`config.mk`:
```
export PLATFORM = sky130hd
export DESIGN_NAME = peak_limiter_with_hold_core
export DESIGN_NICKNAME = d
export VERILOG_FILES = /design/src/sv/pklim_pkg.sv /design/src/sv/pklim_ctrl.sv /design/src/sv/pklim_dp.sv /design/src/sv/peak_limiter_with_hold_core.sv
export SDC_FILE = /design/constraint.sdc
export NUM_CORES = 2
export LEC_CHECK = 0
export ABC_CLOCK_PERIOD_IN_PS = 18800
export BUFFER_PORTS_ARGS = -buffer_cell sky130_fd_sc_hd__buf_2
export CELL_PAD_IN_SITES_DETAIL_PLACEMENT = 1
export CELL_PAD_IN_SITES_GLOBAL_PLACEMENT = 1
export CORE_ASPECT_RATIO = 1.1
export CORE_UTILIZATION = 55
export CTS_CLUSTER_SIZE = 40
export DETAILED_ROUTE_END_ITERATION = 16
export GPL_TIMING_DRIVEN = 1
export PLACE_DENSITY_LB_ADDON = 0.1
export SETUP_SLACK_MARGIN = 0.5
export SLEW_MARGIN = 20
export SYNTH_ARGS = -nofsm -noshare
export SYNTH_HDL_FRONTEND = slang
export SYNTH_SLANG_ARGS = --single-unit
```
`constraint.sdc`:
```
create_clock -name clk -period 18.8 [get_ports clk]
set_input_delay 0.94 -clock clk [delete_from_list [all_inputs] [get_ports clk]]
set_output_delay 0.94 -clock clk [all_outputs]
set_load 0.02 [all_outputs]
```
`src/sv/pklim_pkg.sv`:
```
// ----------------------------------------------------------------------------
// pklim_pkg
// Shared widths, constants, register indexes and controller/datapath
// interface types for the peak limiter with hold.
// ----------------------------------------------------------------------------
`timescale 1ns / 1ps
`default_nettype none

package pklim_pkg;

    localparam int SAMPLE_W = 24;
    localparam int GAIN_W   = 24;
    localparam int THRESH_W = 23;
    localparam int COEFF_W  = 17;
    localparam int HOLD_W   = 16;
    localparam int CFG_W    = 23;
    localparam int CFG_IDX_W = 2;

    // Operands of the shared multiplier and its registered product.
    localparam int MUL_W  = 25;
    localparam int PROD_W = 2 * MUL_W;

    // Quotient bits produced by the restoring divider, one per cycle.
    localparam int DIV_STEPS = 23;
    localparam int DIV_CNT_W = 5;

    localparam logic [GAIN_W-1:0]   UNITY_GAIN      = 24'd8388608;
    localparam logic [THRESH_W-1:0] THRESHOLD_RST   = 23'd8388607;
    localparam logic [COEFF_W-1:0]  ATTACK_RST      = 17'd65536;
    localparam logic [COEFF_W-1:0]  RELEASE_RST     = 17'd655;
    localparam logic [HOLD_W-1:0]   HOLD_RST        = 16'd0;

    localparam logic [CFG_IDX_W-1:0] CFG_THRESHOLD = 2'd0;
    localparam logic [CFG_IDX_W-1:0] CFG_ATTACK    = 2'd1;
    localparam logic [CFG_IDX_W-1:0] CFG_RELEASE   = 2'd2;
    localparam logic [CFG_IDX_W-1:0] CFG_HOLD      = 2'd3;

    typedef struct packed {
        logic load;      // capture the sample and seed the divider
        logic div_step;  // one restoring division step
        logic mul_coef;  // multiply gain error by the chosen coefficient
        logic update;    // update gain and hold counter
        logic mul_out;   // multiply sample by the new gain
        logic out_load;  // write the output register
    } ctrl_cmd_t;

    typedef struct packed {
        logic need_div;  // level exceeds threshold
    } dp_status_t;

endpackage : pklim_pkg

`default_nettype wire

```
`src/sv/pklim_ctrl.sv`:
```
// ----------------------------------------------------------------------------
// pklim_ctrl
// Sequencer for the peak limiter: accepts a request, runs the divider, the
// coefficient multiply, the gain update and the output multiply, then
// hands the result to the output register.
// ----------------------------------------------------------------------------
`timescale 1ns / 1ps
`default_nettype none

module pklim_ctrl
    import pklim_pkg::*;
(
    input  wire logic       clk,
    input  wire logic       rst_n,
    input  wire logic       in_valid,
    output logic            in_ready,
    output logic            out_valid,
    input  wire logic       out_ready,
    input  wire dp_status_t status,
    output ctrl_cmd_t       cmd
);

    typedef enum logic [2:0] {
        ST_IDLE,
        ST_DIV,
        ST_MUL1,
        ST_UPD,
        ST_MUL2,
        ST_OUT
    } state_t;

    state_t                state_reg, state_next;
    logic [DIV_CNT_W-1:0]  cnt_reg, cnt_next;
    logic                  out_valid_reg, out_valid_next;
    logic                  out_free;

    assign in_ready  = (state_reg == ST_IDLE);
    assign out_valid = out_valid_reg;
    assign out_free  = !out_valid_reg || out_ready;

    always_comb
    begin
        state_next     = state_reg;
        cnt_next       = cnt_reg;
        out_valid_next = out_valid_reg && !out_ready;
        cmd            = '0;
        unique case (state_reg)
            ST_IDLE:
            begin
                if (in_valid)
                begin
                    cmd.load   = 1'b1;
                    cnt_next   = '0;
                    state_next = ST_DIV;
                end
            end
            ST_DIV:
            begin
                // Without an overload the target is unity and no quotient is needed.
                cmd.div_step = status.need_div;
                cnt_next     = cnt_reg + DIV_CNT_W'(1);
                if (!status.need_div || cnt_reg == DIV_CNT_W'(DIV_STEPS - 1))
                begin
                    state_next = ST_MUL1;
                end
            end
            ST_MUL1:
            begin
                cmd.mul_coef = 1'b1;
                state_next   = ST_UPD;
            end
            ST_UPD:
            begin
                cmd.update = 1'b1;
                state_next = ST_MUL2;
            end
            ST_MUL2:
            begin
                cmd.mul_out = 1'b1;
                state_next  = ST_OUT;
            end
            ST_OUT:
            begin
                if (out_free)
                begin
                    cmd.out_load   = 1'b1;
                    out_valid_next = 1'b1;
                    state_next     = ST_IDLE;
                end
            end
            default:
            begin
                state_next = ST_IDLE;
            end
        endcase
    end

    always_ff @(posedge clk or negedge rst_n)
    begin
        if (!rst_n)
        begin
            state_reg     <= ST_IDLE;
            cnt_reg       <= '0;
            out_valid_reg <= 1'b0;
        end
        else
        begin
            state_reg     <= state_next;
            cnt_reg       <= cnt_next;
            out_valid_reg <= out_valid_next;
        end
    end

    a_out_load_free: assert property (@(posedge clk) disable iff (!rst_n)
        cmd.out_load |-> out_free)
        else $error("output register overwritten while a result waits");

    a_accept_to_div: assert property (@(posedge clk) disable iff (!rst_n)
        (in_valid && in_ready) |=> (state_reg == ST_DIV && cnt_reg == '0))
        else $error("accepted request did not start the divider");

    a_div_count: assert property (@(posedge clk) disable iff (!rst_n)
        (state_reg == ST_DIV) |-> (cnt_reg < DIV_CNT_W'(DIV_STEPS)))
        else $error("divider ran past its last quotient bit");

endmodule : pklim_ctrl

`default_nettype wire

```
`src/sv/pklim_dp.sv`:
```
// ----------------------------------------------------------------------------
// pklim_dp
// Datapath of the peak limiter: configuration registers, level and
// restoring divider, shared 25x25 multiplier, gain and hold state, and the
// output register.
// ----------------------------------------------------------------------------
`timescale 1ns / 1ps
`default_nettype none

module pklim_dp
    import pklim_pkg::*;
(
    input  wire logic                  clk,
    input  wire logic                  rst_n,
    input  wire logic                  cfg_we,
    input  wire logic [CFG_IDX_W-1:0]  cfg_index,
    input  wire logic [CFG_W-1:0]      cfg_data,
    input  wire logic [SAMPLE_W-1:0]   sample,
    input  wire ctrl_cmd_t             cmd,
    output dp_status_t                 status,
    output logic [SAMPLE_W-1:0]        out_sample,
    output logic [GAIN_W-1:0]          applied_gain
);

    logic [THRESH_W-1:0] threshold_reg;
    logic [COEFF_W-1:0]  attack_reg;
    logic [COEFF_W-1:0]  release_reg;
    logic [HOLD_W-1:0]   hold_samples_reg;

    logic [GAIN_W-1:0]   gain_reg, gain_next;
    logic [HOLD_W-1:0]   hold_reg, hold_next;

    logic [SAMPLE_W-1:0] smp_reg;
    logic [SAMPLE_W-1:0] level_reg;
    logic [SAMPLE_W:0]   rem_reg;
    logic [THRESH_W-1:0] quo_reg;
    logic signed [PROD_W-1:0] prod_reg;
    logic [SAMPLE_W-1:0] out_sample_reg;
    logic [GAIN_W-1:0]   applied_gain_reg;

    logic [SAMPLE_W-1:0] level_in;
    logic [SAMPLE_W:0]   rem_shift;
    logic                rem_ge;
    logic [GAIN_W-1:0]   target;
    logic                attack;
    logic signed [MUL_W-1:0]  mul_a, mul_b;
    logic signed [PROD_W-1:0] product;
    logic signed [MUL_W-1:0]  diff;
    logic [COEFF_W-1:0]       coeff;
    logic signed [26:0]  step;
    logic signed [26:0]  gsum;
    logic signed [26:0]  target_ext;

    // Two's complement negation in 24 bits maps the most negative sample to
    // 8388608, which is its magnitude read as unsigned.
    assign level_in = sample[SAMPLE_W-1] ? (~sample + SAMPLE_W'(1)) : sample;

    assign status.need_div = (level_reg > {1'b0, threshold_reg});
    assign target = status.need_div ? {1'b0, quo_reg} : UNITY_GAIN;
    assign attack = (gain_reg > target);

    assign rem_shift = {rem_reg[SAMPLE_W-1:0], 1'b0};
    assign rem_ge    = (rem_shift >= {1'b0, level_reg});

    assign diff  = $signed({1'b0, target}) - $signed({1'b0, gain_reg});
    assign coeff = attack ? attack_reg : release_reg;

    assign mul_a   = cmd.mul_out ? $signed({smp_reg[SAMPLE_W-1], smp_reg}) : diff;
    assign mul_b   = cmd.mul_out ? $signed({1'b0, gain_reg})
                                 : $signed({{(MUL_W-COEFF_W){1'b0}}, coeff});
    assign product = mul_a * mul_b;

    // The coefficient product fits in 43 signed bits, so these bits are the
    // floor of the product over 65536.
    assign step       = prod_reg[42:16];
    assign gsum       = $signed({3'b000, gain_reg}) + step;
    assign target_ext = $signed({3'b000, target});

    always_comb
    begin
        gain_next = gain_reg;
        hold_next = hold_reg;
        if (cmd.update)
        begin
            priority if (attack)
            begin
                gain_next = (gsum < target_ext) ? target : gsum[GAIN_W-1:0];
                hold_next = hold_samples_reg;
            end
            else if (hold_reg != '0)
            begin
                hold_next = hold_reg - HOLD_W'(1);
            end
            else
            begin
                gain_next = (gsum > target_ext) ? target : gsum[GAIN_W-1:0];
            end
        end
    end

    always_ff @(posedge clk or negedge rst_n)
    begin
        if (!rst_n)
        begin
            threshold_reg    <= THRESHOLD_RST;
            attack_reg       <= ATTACK_RST;
            release_reg      <= RELEASE_RST;
            hold_samples_reg <= HOLD_RST;
            gain_reg         <= UNITY_GAIN;
            hold_reg         <= '0;
        end
        else
        begin
            if (cfg_we)
            begin
                unique case (cfg_index)
                    CFG_THRESHOLD: threshold_reg    <= cfg_data[THRESH_W-1:0];
                    CFG_ATTACK:    attack_reg       <= cfg_data[COEFF_W-1:0];
                    CFG_RELEASE:   release_reg      <= cfg_data[COEFF_W-1:0];
                    CFG_HOLD:      hold_samples_reg <= cfg_data[HOLD_W-1:0];
                    default:       ;
                endcase
            end
            gain_reg <= gain_next;
            hold_reg <= hold_next;
        end
    end

    always_ff @(posedge clk)
    begin
        if (cmd.load)
        begin
            smp_reg   <= sample;
            level_reg <= level_in;
            rem_reg   <= {2'b00, threshold_reg};
            quo_reg   <= '0;
        end
        else if (cmd.div_step)
        begin
            rem_reg <= rem_ge ? (rem_shift - {1'b0, level_reg}) : rem_shift;
            quo_reg <= {quo_reg[THRESH_W-2:0], rem_ge};
        end
        if (cmd.mul_coef || cmd.mul_out)
        begin
            prod_reg <= product;
        end
        if (cmd.out_load)
        begin
            out_sample_reg   <= prod_reg[46:23];
            applied_gain_reg <= gain_reg;
        end
    end

    assign out_sample   = out_sample_reg;
    assign applied_gain = applied_gain_reg;

    a_gain_range: assert property (@(posedge clk) disable iff (!rst_n)
        gain_reg <= UNITY_GAIN)
        else $error("gain left the range zero to unity");

    a_hold_keeps_gain: assert property (@(posedge clk) disable iff (!rst_n)
        (cmd.update && !attack && hold_reg != '0) |=> (gain_reg == $past(gain_reg)))
        else $error("gain moved while the hold counter was running");

endmodule : pklim_dp

`default_nettype wire

```
`src/sv/peak_limiter_with_hold_core.sv`:
```
// ----------------------------------------------------------------------------
// peak_limiter_with_hold_core
// Sample-by-sample peak limiter with attack, release and hold.
// ----------------------------------------------------------------------------
// Each request carries one signed Q1.23 sample and produces one result: the
// limited sample and the Q1.23 gain applied to it. Only a sample whose
// magnitude exceeds the threshold runs the 23-step restoring divider that
// forms threshold over level. The coefficient step and the output product
// share one 25x25 multiplier. A finished result sits in an output register,
// so the next request is taken while it waits. Registers are written through
// cfg_we, cfg_index and cfg_data; the user must write them only while the
// block is idle, since the block itself does not enforce it.
// ----------------------------------------------------------------------------
`timescale 1ns / 1ps
`default_nettype none

module peak_limiter_with_hold_core
    import pklim_pkg::*;
(
    input  wire logic                  clk,
    input  wire logic                  rst_n,
    input  wire logic                  cfg_we,
    input  wire logic [CFG_IDX_W-1:0]  cfg_index,
    input  wire logic [CFG_W-1:0]      cfg_data,
    input  wire logic                  in_valid,
    output logic                       in_ready,
    input  wire logic [SAMPLE_W-1:0]   sample,
    output logic                       out_valid,
    input  wire logic                  out_ready,
    output logic [SAMPLE_W-1:0]        out_sample,
    output logic [GAIN_W-1:0]          applied_gain
);

    ctrl_cmd_t  cmd;
    dp_status_t status;

    pklim_ctrl u_ctrl (
        .clk       (clk),
        .rst_n     (rst_n),
        .in_valid  (in_valid),
        .in_ready  (in_ready),
        .out_valid (out_valid),
        .out_ready (out_ready),
        .status    (status),
        .cmd       (cmd)
    );

    pklim_dp u_dp (
        .clk          (clk),
        .rst_n        (rst_n),
        .cfg_we       (cfg_we),
        .cfg_index    (cfg_index),
        .cfg_data     (cfg_data),
        .sample       (sample),
        .cmd          (cmd),
        .status       (status),
        .out_sample   (out_sample),
        .applied_gain (applied_gain)
    );

endmodule : peak_limiter_with_hold_core

`default_nettype wire

```
==> qor.yml <==
status: "complete, no violations"
drtIter0Drc: 2219
synth_edf_count: 149
critPathMaxStageDelay_ns: 0.62
fp-row-count: 101
cts_tree: "built"
drive_gt1_share_pct: 8.806
grt_usage_pct: 36.82
ys_ff_latch: 295
io_pins: 104
clockBufferDepth: 3
postCtsSetupRepairBufs: 0
drv_slew: 0
setup_violations: 0
cts_buffers: 29
dieArea_sq_um: 70680
final_util_pct: 59.11
cts_max_level: 1
design_area_sq_um: 40780
critPathCaptureType: "register"
placed_area_sq_um: 39800
area_growth_pct: 6.509
drc: 0
syn_nets: 5004
diodes: 0
path_class: "register to register"
r2r_slack_ns: 5.51
avgSynthCellArea_sq_um: 9.371
via_per_inst: 5.957
drt_pre_antenna_iters: 11
worst_path_most_repeated_cell: "fa_1"
drv_cap: 0
antenna_found_initial: 3
cp_top_family: "compound AO/OA/AOI/OAI gates"
die_w_microns: 253.6
grt_pass1_vias: 33160
hpwlAfterDp_microns: 103700
place.gp.congestion: 0.9543
max_freq_mhz: 75.25
slowest_stage: "o31ai_2"
ant_nets: 0
wire_per_inst_microns: 24.88
synth_cells: 4086
fin_crit_ns: 13.29
ys_warn_count: 0
rsz0062_at_grt: "no"
clk_latency_ns: 0.60
synthArstFlopShare_pct: 41.36
grt_pass1_wl_microns: 196500
final_cells: 5072
die_h_microns: 278.7
yosysUniqueCellTypes: 85
grt_max_degree: 82
cp_num_buf_inv: 9
tightest_slew_ns: 1.130
cts_resized: 0
core_area_sq_um: 69000
synth_flop_cell: "edfxtp_1"
clk_pin_slew_ns: 0.06
routed-via-count: 30220
totalWireLength_microns: 126200
portBuffers: 103
hold_class: "input port to asynchronous set/reset pin"
arrival_ns: 13.63
tns_ns: 0
netlist_area_sq_um: 38290
cts.sinks: 295
finalClockSkew_ns: 0.01278
fin_crit_sh_pct: 70.69
initial_core_util_pct: 55.49
required_ns: 19.14
hold_viol: 0
cts_root_buf: "clkbuf_16"
yosysSeqAreaShare_pct: 21.01
critical_path.startpoint_type: "register"
slew_headroom_pct: 24.39
fin_nets: 5041
grt-ovfl-total: 0
cts-hold-fix-buffers: 0
numPlacedInstances: 5018
largest_reg_flops: 31
path_max_fanout: 46
## Yosys cell counts, types with 18 or more instances
master	n	share of area [%]
a21o_1	55	1.1
a21oi_1	140	1.8
a311oi_1	22	0.50
and3_1	85	1.4
buf_1	26	0.25
buf_2	39	0.51
clkbuf_1	81	0.79
dfrtp_1	91	5.9
dfstp_2	31	2.1
dfxtp_1	24	1.3
edfxtp_1	149	12
fa_1	609	32
ha_1	255	8.3
inv_1	752	7.4
mux2_2	70	2.1
mux2i_1	52	1.4
nand2_1	519	5.1
nand2b_1	44	0.72
nand3_1	33	0.43
nand4_1	22	0.36
nor2_1	350	3.4
nor2b_1	22	0.36
nor3_1	56	0.73
o21a_1	18	0.35
o21ai_0	164	2.1
o22ai_1	23	0.38
xnor2_1	101	2.3
xor2_1	30	0.69
## through the flow
stage / setup slack (ns) / hold slack, ns
finish: 5.511 / 0.4165
detailed placement: 5.687 / 0.4194
global route: 4.839 / 0.4402
CTS: 5.629 / 0.4328
global placement: 6.193 / 0.4024
floorplan: 7.687 / 0.4003
## logic make-up (layout without fill, tap and decap cells)
kind of cell | count (synthesis) | in the layout | share of synthesized area [%]
simple gates | 1204 | 1204 | 13.89
buf+inv | 907 | 966 | 9.136
fa+ha+maj | 864 | 864 | 40.17
compound gates | 563 | 563 | 9.372
flops | 295 | 295 | 21.01
xor+xnor | 131 | 131 | 2.996
mux | 122 | 122 | 3.418
## layout by cell type (no fill, tap or decap), types with 12 or more instances in the layout
master | Yosys | final
o211ai_1 | 12 | 12
a31oi_1 | 16 | 13
nand3_1 | 33 | 33
xor2_1 | 30 | 30
buf_4 | 2 | 55
mux2_2 | 70 | 70
nand2b_1 | 44 | 43
dfxtp_1 | 24 | 24
ha_1 | 255 | 255
a311oi_1 | 22 | 22
dfstp_2 | 31 | 31
a21oi_1 | 140 | 133
nor2_1 | 350 | 348
dfrtp_1 | 91 | 91
a21o_1 | 55 | 55
a211oi_1 | 13 | 13
o21ai_0 | 164 | 160
or2_2 | 17 | 17
xnor2_1 | 101 | 101
mux2i_1 | 52 | 52
and3_1 | 85 | 85
nor2b_1 | 22 | 22
fa_1 | 609 | 609
buf_2 | 39 | 102
nand4_1 | 22 | 22
inv_1 | 752 | 752
clkbuf_16 | 0 | 29
edfxtp_1 | 149 | 149
o21bai_1 | 13 | 13
nor3_1 | 56 | 55
o22ai_1 | 23 | 23
nand2_1 | 519 | 519
o21a_1 | 18 | 18
## metal layers
| layer | vias up | share of wire (%) | global-route usage (%) |
|---|---|---|---|
| met2 | 1127 | 47 | 60.21 |
| met3 | 289 | 7.0 | 5.370 |
| met1 | 15700 | 41 | 48.67 |
| met4 | 6 | 5.0 | 16.27 |
| met5 | - | 0.032 | 0 |
| li1 | 13090 | - | - |
## path summary, 6_finish.rpt
kind / start / end / cells past startpoint
setup reg to reg: u_dp.level_reg[0] / u_dp.prod_reg[41] / 48
setup / recovery: u_dp.level_reg[0] / u_dp.prod_reg[41] / 48
min in group clk: u_dp.prod_reg[44] / u_dp.out_sample[21] / 0
max in group asynchronous: rst_n / u_dp.hold_samples_reg[7] / 2
hold reg to reg: u_dp.prod_reg[44] / u_dp.out_sample[21] / 0
hold / removal: rst_n / u_dp.gain_reg[4] / 1
## layout make-up
type / instances / area (sq um)
inverters: 754 / 2830
multi-input cells: 2884 / 26840
well taps: 927 / 1160
fillers: 8016 / 28220
clock buffers: 34 / 754.5
clock inverters: 19 / 190.2
flip-flops and latches: 295 / 8046
repair buffers: 159 / 962.2
Power is not shown: default switching activity piles up to over one toggle a cycle in this logic, so the estimate is an artifact.
